File: src/rtl/s2u8_pkg.sv
package s2u8_pkg;

    // Width of one output code and the number of binary search steps.
    localparam int CODE_W = 8;

    // Entries in the decision threshold table, entry zero included.
    localparam int TAB_N = 2 ** CODE_W;

    // Widest fixed-point value that the converter can produce.
    localparam int FIX_MAX_W = 33;

    // Clock edges from acceptance to the edge that ends the result cycle.
    localparam int PIPE_LAT = CODE_W + 1;

    typedef logic [CODE_W-1:0] code_t;

    // Clamps a single-precision pattern to [0,1] and truncates it to an unsigned
    // fixed-point value with frac fraction bits. NaN and negative inputs give zero.
    function automatic logic [FIX_MAX_W-1:0] to_fixed(input logic [31:0] b, input int frac);
        logic [7:0]           ex;
        logic [FIX_MAX_W-1:0] m;
        logic [FIX_MAX_W-1:0] res;
        int                   e;
        int                   s;
        ex  = b[30:23];
        m   = {10'd0, b[22:0]};
        e   = int'(ex);
        res = '0;
        if (ex == 8'hFF && b[22:0] != 23'd0) begin
            res = '0;
        end
        else if (b[31]) begin
            res = '0;
        end
        else if (ex >= 8'd127) begin
            res = FIX_MAX_W'(1) << frac;
        end
        else begin
            if (ex == 8'd0) begin
                e = 1;
            end
            else begin
                m[23] = 1'b1;
            end
            s = e - 150 + frac;
            if (s >= 0) begin
                res = m << s;
            end
            else begin
                res = m >> (-s);
            end
        end
        return res;
    endfunction

    // Exact decision threshold for code k at frac fraction bits: the ceiling of
    // the linear value at which the rounded code reaches k. Used at elaboration.
    function automatic logic [FIX_MAX_W-1:0] thr_at(input int k, input int frac);
        logic [383:0] den12;
        logic [383:0] pw;
        logic [383:0] rhs;
        logic [383:0] xb;
        logic [383:0] x5;
        logic [63:0]  lo;
        logic [63:0]  hi;
        logic [63:0]  mid;
        logic [63:0]  num;
        logic [63:0]  t32;
        int           i;
        int           sh;
        sh = 32 - frac;
        if (k <= 10) begin
            num = 64'((2 * k - 1) * 5) << 32;
            t32 = (num + 64'd32945) / 64'd32946;
        end
        else begin
            den12 = 384'd1;
            for (i = 0; i < 12; i++) begin
                den12 = den12 * 384'd10761;
            end
            pw = 384'd1;
            for (i = 0; i < 12; i++) begin
                pw = pw * 384'(40 * k + 541);
            end
            rhs = pw << 160;
            lo  = 64'd0;
            hi  = 64'd1 << 32;
            while (lo < hi) begin
                mid = (lo + hi) >> 1;
                xb  = 384'(mid);
                x5  = 384'd1;
                for (i = 0; i < 5; i++) begin
                    x5 = x5 * xb;
                end
                if (x5 * den12 >= rhs) begin
                    hi = mid;
                end
                else begin
                    lo = mid + 64'd1;
                end
            end
            t32 = lo;
        end
        t32 = (t32 + ((64'd1 << sh) - 64'd1)) >> sh;
        return t32[FIX_MAX_W-1:0];
    endfunction

endpackage

File: src/rtl/s2u8_lane.sv
module s2u8_lane #(
    parameter int FRAC = 24
) (
    input  logic                 clk,
    input  logic [31:0]          bits,
    output s2u8_pkg::code_t      code
);

    localparam int XW = FRAC + 1;
    localparam int NSTEP = s2u8_pkg::CODE_W;

    typedef logic [s2u8_pkg::TAB_N-1:0][XW-1:0] thr_tab_t;

    function automatic thr_tab_t build_thr();
        thr_tab_t                         tab;
        logic [s2u8_pkg::FIX_MAX_W-1:0]   t;
        int                               k;
        tab[0] = '0;
        for (k = 1; k < s2u8_pkg::TAB_N; k++) begin
            t      = s2u8_pkg::thr_at(k, FRAC);
            tab[k] = t[XW-1:0];
        end
        return tab;
    endfunction

    localparam thr_tab_t THR = build_thr();

    logic [s2u8_pkg::FIX_MAX_W-1:0] fix_full;
    logic [XW-1:0]                  x_reg    [NSTEP];
    s2u8_pkg::code_t                code_reg [1:NSTEP];

    assign fix_full = s2u8_pkg::to_fixed(bits, FRAC);

    always_ff @(posedge clk)
    begin
        x_reg[0] <= fix_full[XW-1:0];
    end

    // One step of the binary search per stage, most significant code bit first.
    // The thresholds rise with the code, so the largest code whose threshold the
    // value reaches is the count of thresholds above entry zero that it reaches.
    for (genvar s = 0; s < NSTEP; s++)
    begin : g_step
        s2u8_pkg::code_t prefix;
        s2u8_pkg::code_t cand;

        if (s == 0)
        begin : g_first
            assign prefix = '0;
        end
        else
        begin : g_rest
            assign prefix = code_reg[s];
        end

        assign cand = prefix | (s2u8_pkg::code_t'(1) << (NSTEP - 1 - s));

        always_ff @(posedge clk)
        begin
            code_reg[s+1] <= (x_reg[s] >= THR[cand]) ? cand : prefix;
        end

        if (s < NSTEP - 1)
        begin : g_carry
            always_ff @(posedge clk)
            begin
                x_reg[s+1] <= x_reg[s];
            end
        end
    end

    assign code = code_reg[NSTEP];

endmodule

File: src/rtl/srgb_encode_to_unorm8.sv
// Result: a pixel accepted at one clock edge has its codes on the outputs, with done high,
// for a single cycle, once it has passed the conversion register and the search stages.
// Throughput: one pixel per clock; busy is held low, so start may be high every cycle.
// The depth is set by the float conversion stage plus one threshold search step per code bit.
// Reset: rst_n clears the valid chain asynchronously; no result is flagged after reset
// until a new pixel has passed through. The receiver cannot stall the block.
module srgb_encode_to_unorm8 #(
    parameter int FIXED_FRACTION_BITS = 24
) (
    input  logic        clk,
    input  logic        rst_n,
    input  logic        start,
    output logic        busy,
    input  logic [31:0] red_in,
    input  logic [31:0] green_in,
    input  logic [31:0] blue_in,
    input  logic [31:0] alpha_in,
    output logic        done,
    output logic [7:0]  red_code,
    output logic [7:0]  green_code,
    output logic [7:0]  blue_code,
    output logic [7:0]  alpha_code
);

    localparam int XW   = FIXED_FRACTION_BITS + 1;
    localparam int CW   = s2u8_pkg::CODE_W;
    localparam int AW   = XW + CW;
    localparam int LAT  = s2u8_pkg::PIPE_LAT;

    // Rounding constant for the alpha quantizer: one half in fixed point.
    localparam logic [AW-1:0] HALF = AW'(1) << (FIXED_FRACTION_BITS - 1);

    logic                           accept;
    logic [LAT-1:0]                 valid_reg;
    logic [s2u8_pkg::FIX_MAX_W-1:0] alpha_fix;
    logic [XW-1:0]                  alpha_x_reg;
    logic [AW-1:0]                  alpha_wide;
    s2u8_pkg::code_t                alpha_reg [1:CW];

    // Nothing downstream can push back and every stage advances each cycle,
    // so the block is always ready for the next transaction.
    assign busy   = 1'b0;
    assign accept = start && !busy;

    // The valid flag travels alongside the data; the data registers themselves
    // run freely and carry no reset.
    always_ff @(posedge clk or negedge rst_n)
    begin
        if (!rst_n)
        begin
            valid_reg <= '0;
        end
        else
        begin
            valid_reg <= {valid_reg[LAT-2:0], accept};
        end
    end

    assign done = valid_reg[LAT-1];

    // The three colour channels each get a conversion stage and the threshold search.
    s2u8_lane #(
        .FRAC (FIXED_FRACTION_BITS)
    ) u_red (
        .clk  (clk),
        .bits (red_in),
        .code (red_code)
    );

    s2u8_lane #(
        .FRAC (FIXED_FRACTION_BITS)
    ) u_green (
        .clk  (clk),
        .bits (green_in),
        .code (green_code)
    );

    s2u8_lane #(
        .FRAC (FIXED_FRACTION_BITS)
    ) u_blue (
        .clk  (clk),
        .bits (blue_in),
        .code (blue_code)
    );

    // Alpha is clamped in the same way but quantized linearly: 255 times the
    // fixed-point value, written as a shift and a subtract, plus one half, then
    // the integer part. It is then delayed to line up with the colour codes.
    assign alpha_fix = s2u8_pkg::to_fixed(alpha_in, FIXED_FRACTION_BITS);

    always_ff @(posedge clk)
    begin
        alpha_x_reg <= alpha_fix[XW-1:0];
    end

    assign alpha_wide = {alpha_x_reg, CW'(0)} - {CW'(0), alpha_x_reg} + HALF;

    always_ff @(posedge clk)
    begin
        alpha_reg[1] <= alpha_wide[AW-2 -: CW];
        for (int s = 2; s <= CW; s++)
        begin
            alpha_reg[s] <= alpha_reg[s-1];
        end
    end

    assign alpha_code = alpha_reg[CW];

endmodule

File: config.mk
export PLATFORM = sky130hd
export DESIGN_NAME = srgb_encode_to_unorm8
export DESIGN_NICKNAME = d
export VERILOG_FILES = /design/src/rtl/s2u8_pkg.sv /design/src/rtl/s2u8_lane.sv /design/src/rtl/srgb_encode_to_unorm8.sv
export SDC_FILE = /design/constraint.sdc
export NUM_CORES = 2
export LEC_CHECK = 0
export BUFFER_PORTS_ARGS = -buffer_cell sky130_fd_sc_hd__buf_2
export CAP_MARGIN = 20
export CORE_AREA = 5 5 330 332
export CTS_BUF_LIST = sky130_fd_sc_hd__clkbuf_8
export CTS_CLUSTER_DIAMETER = 100
export CTS_CLUSTER_SIZE = 10
export DETAILED_ROUTE_END_ITERATION = 10
export DIE_AREA = 0 0 335 337
export PLACE_DENSITY_LB_ADDON = 0.3
export SLEW_MARGIN = 20
export SYNTH_ARGS = -nofsm -noshare
export SYNTH_HDL_FRONTEND = slang
export SYNTH_SLANG_ARGS = --single-unit
File: constraint.sdc
create_clock -name clk -period 6.55 [get_ports clk]
set_clock_uncertainty 0.2 [all_clocks]
set_input_delay 1.31 -clock clk [delete_from_list [all_inputs] [get_ports clk]]
set_output_delay 1.31 -clock clk [all_outputs]
set_load 0.05 [all_outputs]
==> metrics <==
status=finished, final reports clean; DPL Wire Length=158000 µm; synth warn=0; Syn-to-layout area delta=4.22%; DIE AREA=0.113 mm²; post-route cell area=0.0645 mm²; worst r2r src=u_red.code_reg[7][1]$_DFF_P_; Hold Buf Count CTS=0; post-layout util=60.8%; final-report setup violation count=0; hold_ws=0.123 ns; Critical-path top delay cell=dfxtp_1; clock slew at reported path FFs=0.07 ns; Synth area leaders=dfxtp_1 (26%), ha_1 (14%), a21oi_1 (5.8%); path depth of the worst reg2reg path=14; Cells on Worst Hold Path=0; nets=8520; Via density=6.92; Tot Pwr=12.0 mW; Crit path required time=6.97 ns; initial core utilization=58.4%; Inst Count DP=8985; number of buffers on the longest clock path=3; setup ws final=1.41 ns; met3 usage=7.17%; Buffers on Ports=163; Root Driver=clkbuf_8; pin count of the biggest net entering global routing=156; grt ovf=0; total CTS buffers=93; met2 usage=56.7%; num ports=165; Area after DPL=0.0630 mm²; final hold viol count=0; Synth Flop Type=dfxtp_1; worst r2r dst=u_red.code_reg[8][0]$_DFF_P_; Post-Place Setup Slack=1.54 ns; pwr dens=186 mW/mm²; Worst-Skew Late Latency=0.77 ns; worst hold-check path type=flip-flop to flip-flop; die width=335 µm; final setup TNS=0 ns; actual slew at the worst max-slew pin=1.17 ns; syn_nets=8751; max_cap viols=0; post-route ant nets=0; share of cells above drive strength 1=7.65%; GR peak layer=met2; CORE AREA=0.106 mm²; hold path start=alpha_reg[0][49]$_DFF_P_; Post-CTS Setup Inserts=0; Peak supply drop=225 µV; Most common cell on crit path=ha_1; Layout Cells excl Fill=9102; initial antenna violation count=5; crit path launch type=flip-flop; Clock Sinks=806; WP data arrival=5.56 ns; Routed WL=214000 µm; post-synth cell types=99; Crit path largest cell delay=0.65 ns; Post-synth EDFFs=0; Synth Register Bits=806; sequential fraction of the synthesis area=26.2%; biggest area consumer among synthesized cells=dfxtp_1; met1 Resource Use GR=46.9%; fill count=9610; post-synthesis cell area=0.0619 mm²; worst-path fanout max=16; Crit path buffers/inverters=1; Async SR Flop Fraction=1.12%; Final Wtd Congestion=1.06; GRT Total Usage=35.8%; Tcrit/Tclk final=78.4%; drt first-iter violations=8922; drt first pass iters=8; Clock H-tree levels=3; CP Cell Sequence=clkinv_1 -> ha_1 -> ha_1 -> nand2b_1 -> nor2_1 -> a31oi_1 -> mux4_2 -> a21oi_1 -> ha_1 -> nand4_1 -> nor2_1 -> a221o_1 -> a2111oi_0 -> o31ai_1; Tmin final=5.14 ns; RSZ-0062 raised after global routing=false; relative slew slack=21.6%; Die Ht=337 µm; Via Count=62990; area share of the largest cell type after synthesis=25.8%; R2R setup slack=1.41 ns; row cnt=120; P_leak=26.5 nW; synthesized area per cell=7.82 µm²; vias in the first global route=57693; maximum clock rate=195 MHz; Resized cells post-CTS=0; CP Class=flip-flop to flip-flop; Post-Syn Instances=7908; number of remaining DRC errors=0; Critical Path End Type=flip-flop; Final Max Tran Viols=0; TritonCTS clock tree=built; delay-heaviest family, CP=compound AO/OA/AOI/OAI gates; WHS Endpoint=alpha_reg[0][57]$_DFF_P_; global-route wire length before repair=330000 µm; Avg WL per Cell=23.5 µm
## power by group
| group | switching, mW | internal (mW) | leakage, nW |
|---|---|---|---|
| registers | 0.182 | 5.01 | 6.58 |
| clock network | 1.75 | 1.32 | 0.774 |
| logic | 2.46 | 1.30 | 19.2 |
| total | 4.39 | 7.63 | 26.5 |
## cells in the final DEF (no fill, tap or decap), drive strengths merged, types with 189 or more instances in the layout
cell type / synthesis / final
ha: 712 / 712
buf: 161 / 290
nand3: 193 / 193
nor3: 196 / 196
a21oi: 715 / 715
nor2: 690 / 690
inv: 223 / 236
dfxtp: 797 / 797
nand2: 840 / 840
a211oi: 189 / 189
o21ai: 674 / 674
## cell families after synthesis
| group | synth area share [%] |
|---|---|
| XOR/XNOR | 1.09 |
| adder cells (fa/ha/maj) | 14.4 |
| flip-flops | 26.2 |
| AND/OR/NAND/NOR | 17.9 |
| buffers and inverters | 5.45 |
| other | 0.00606 |
| multiplexers | 6.56 |
| AO/OA/AOI/OAI | 28.4 |
## worst register-to-register path, stage by stage (launching register included)
cell	delay, ns
dfxtp_1	0.65
clkinv_1	0.44
ha_1	0.55
ha_1	0.37
nand2b_1	0.24
nor2_1	0.16
a31oi_1	0.06
mux4_2	0.51
a21oi_1	0.45
ha_1	0.35
nand4_1	0.09
nor2_1	0.08
a221o_1	0.29
a2111oi_0	0.44
o31ai_1	0.13
## worst max path at each step
stage	start	endpoint	slack (ns)	cells after the start
floorplan	alpha_in[24]	alpha_x_reg[5]$_SDFF_PP0_	1.36	18
global placement	alpha_in[24]	alpha_x_reg[14]$_SDFF_PP0_	1.54	9
detailed placement	red_in[25]	u_red.x_reg[0][0]$_SDFF_PP0_	1.54	12
CTS	u_red.code_reg[7][1]$_DFF_P_	u_red.code_reg[8][0]$_DFF_P_	1.56	14
global route	u_red.code_reg[7][1]$_DFF_P_	u_red.code_reg[8][0]$_DFF_P_	1.25	12
finish	u_red.code_reg[7][1]$_DFF_P_	u_red.code_reg[8][0]$_DFF_P_	1.41	14
## cell usage after synthesis (27+ instances only)
cell type and instances:
o32ai_1 32, buf_1 107, a21oi_1 713, o21ai_0 664, clkbuf_1 453, xnor2_1 50
nand2b_1 60, nor4_1 51, mux2_2 27, ha_1 712, o31ai_1 56, nand2_1 839
nand4_1 102, a21o_1 137, o22ai_1 94, nand3_1 193, and2_1 32, a22oi_1 27
mux4_2 84, nor2b_1 85, dfxtp_1 797, buf_2 27, or3_1 34, mux2i_1 177
a2111oi_0 28, a31oi_1 137, inv_1 219, o211ai_1 126, and3_1 39, a311oi_1 61
a221oi_1 44, o221ai_1 43, o21a_1 73, a211oi_1 188, o311ai_0 40, nor2_1 689
nor3_1 194, a211o_1 28
## metal layers
| layer | vias to the layer above | routed length [µm] |
|---|---|---|
| li1 | 28935 | - |
| met1 | 28986 | 83400 |
| met2 | 4268 | 94900 |
| met3 | 801 | 23700 |
| met4 | 0 | 12100 |
| met5 | - | 0 |
## area by class of cell
cell class / instances / area, µm² / share of cell area [%]
well taps: 1403 / 1760 / 2.72
clock inverters: 20 / 169 / 0.262
flip-flops and latches: 806 / 16200 / 25.2
diodes: 3 / 7.51 / 0.0116
repair buffers: 290 / 1780 / 2.76
inverters: 241 / 905 / 1.40
clock buffers: 94 / 1290 / 2.01
multi-input cells: 6245 / 42300 / 65.7
No activity file was read; power rests on OpenSTA's default activity.
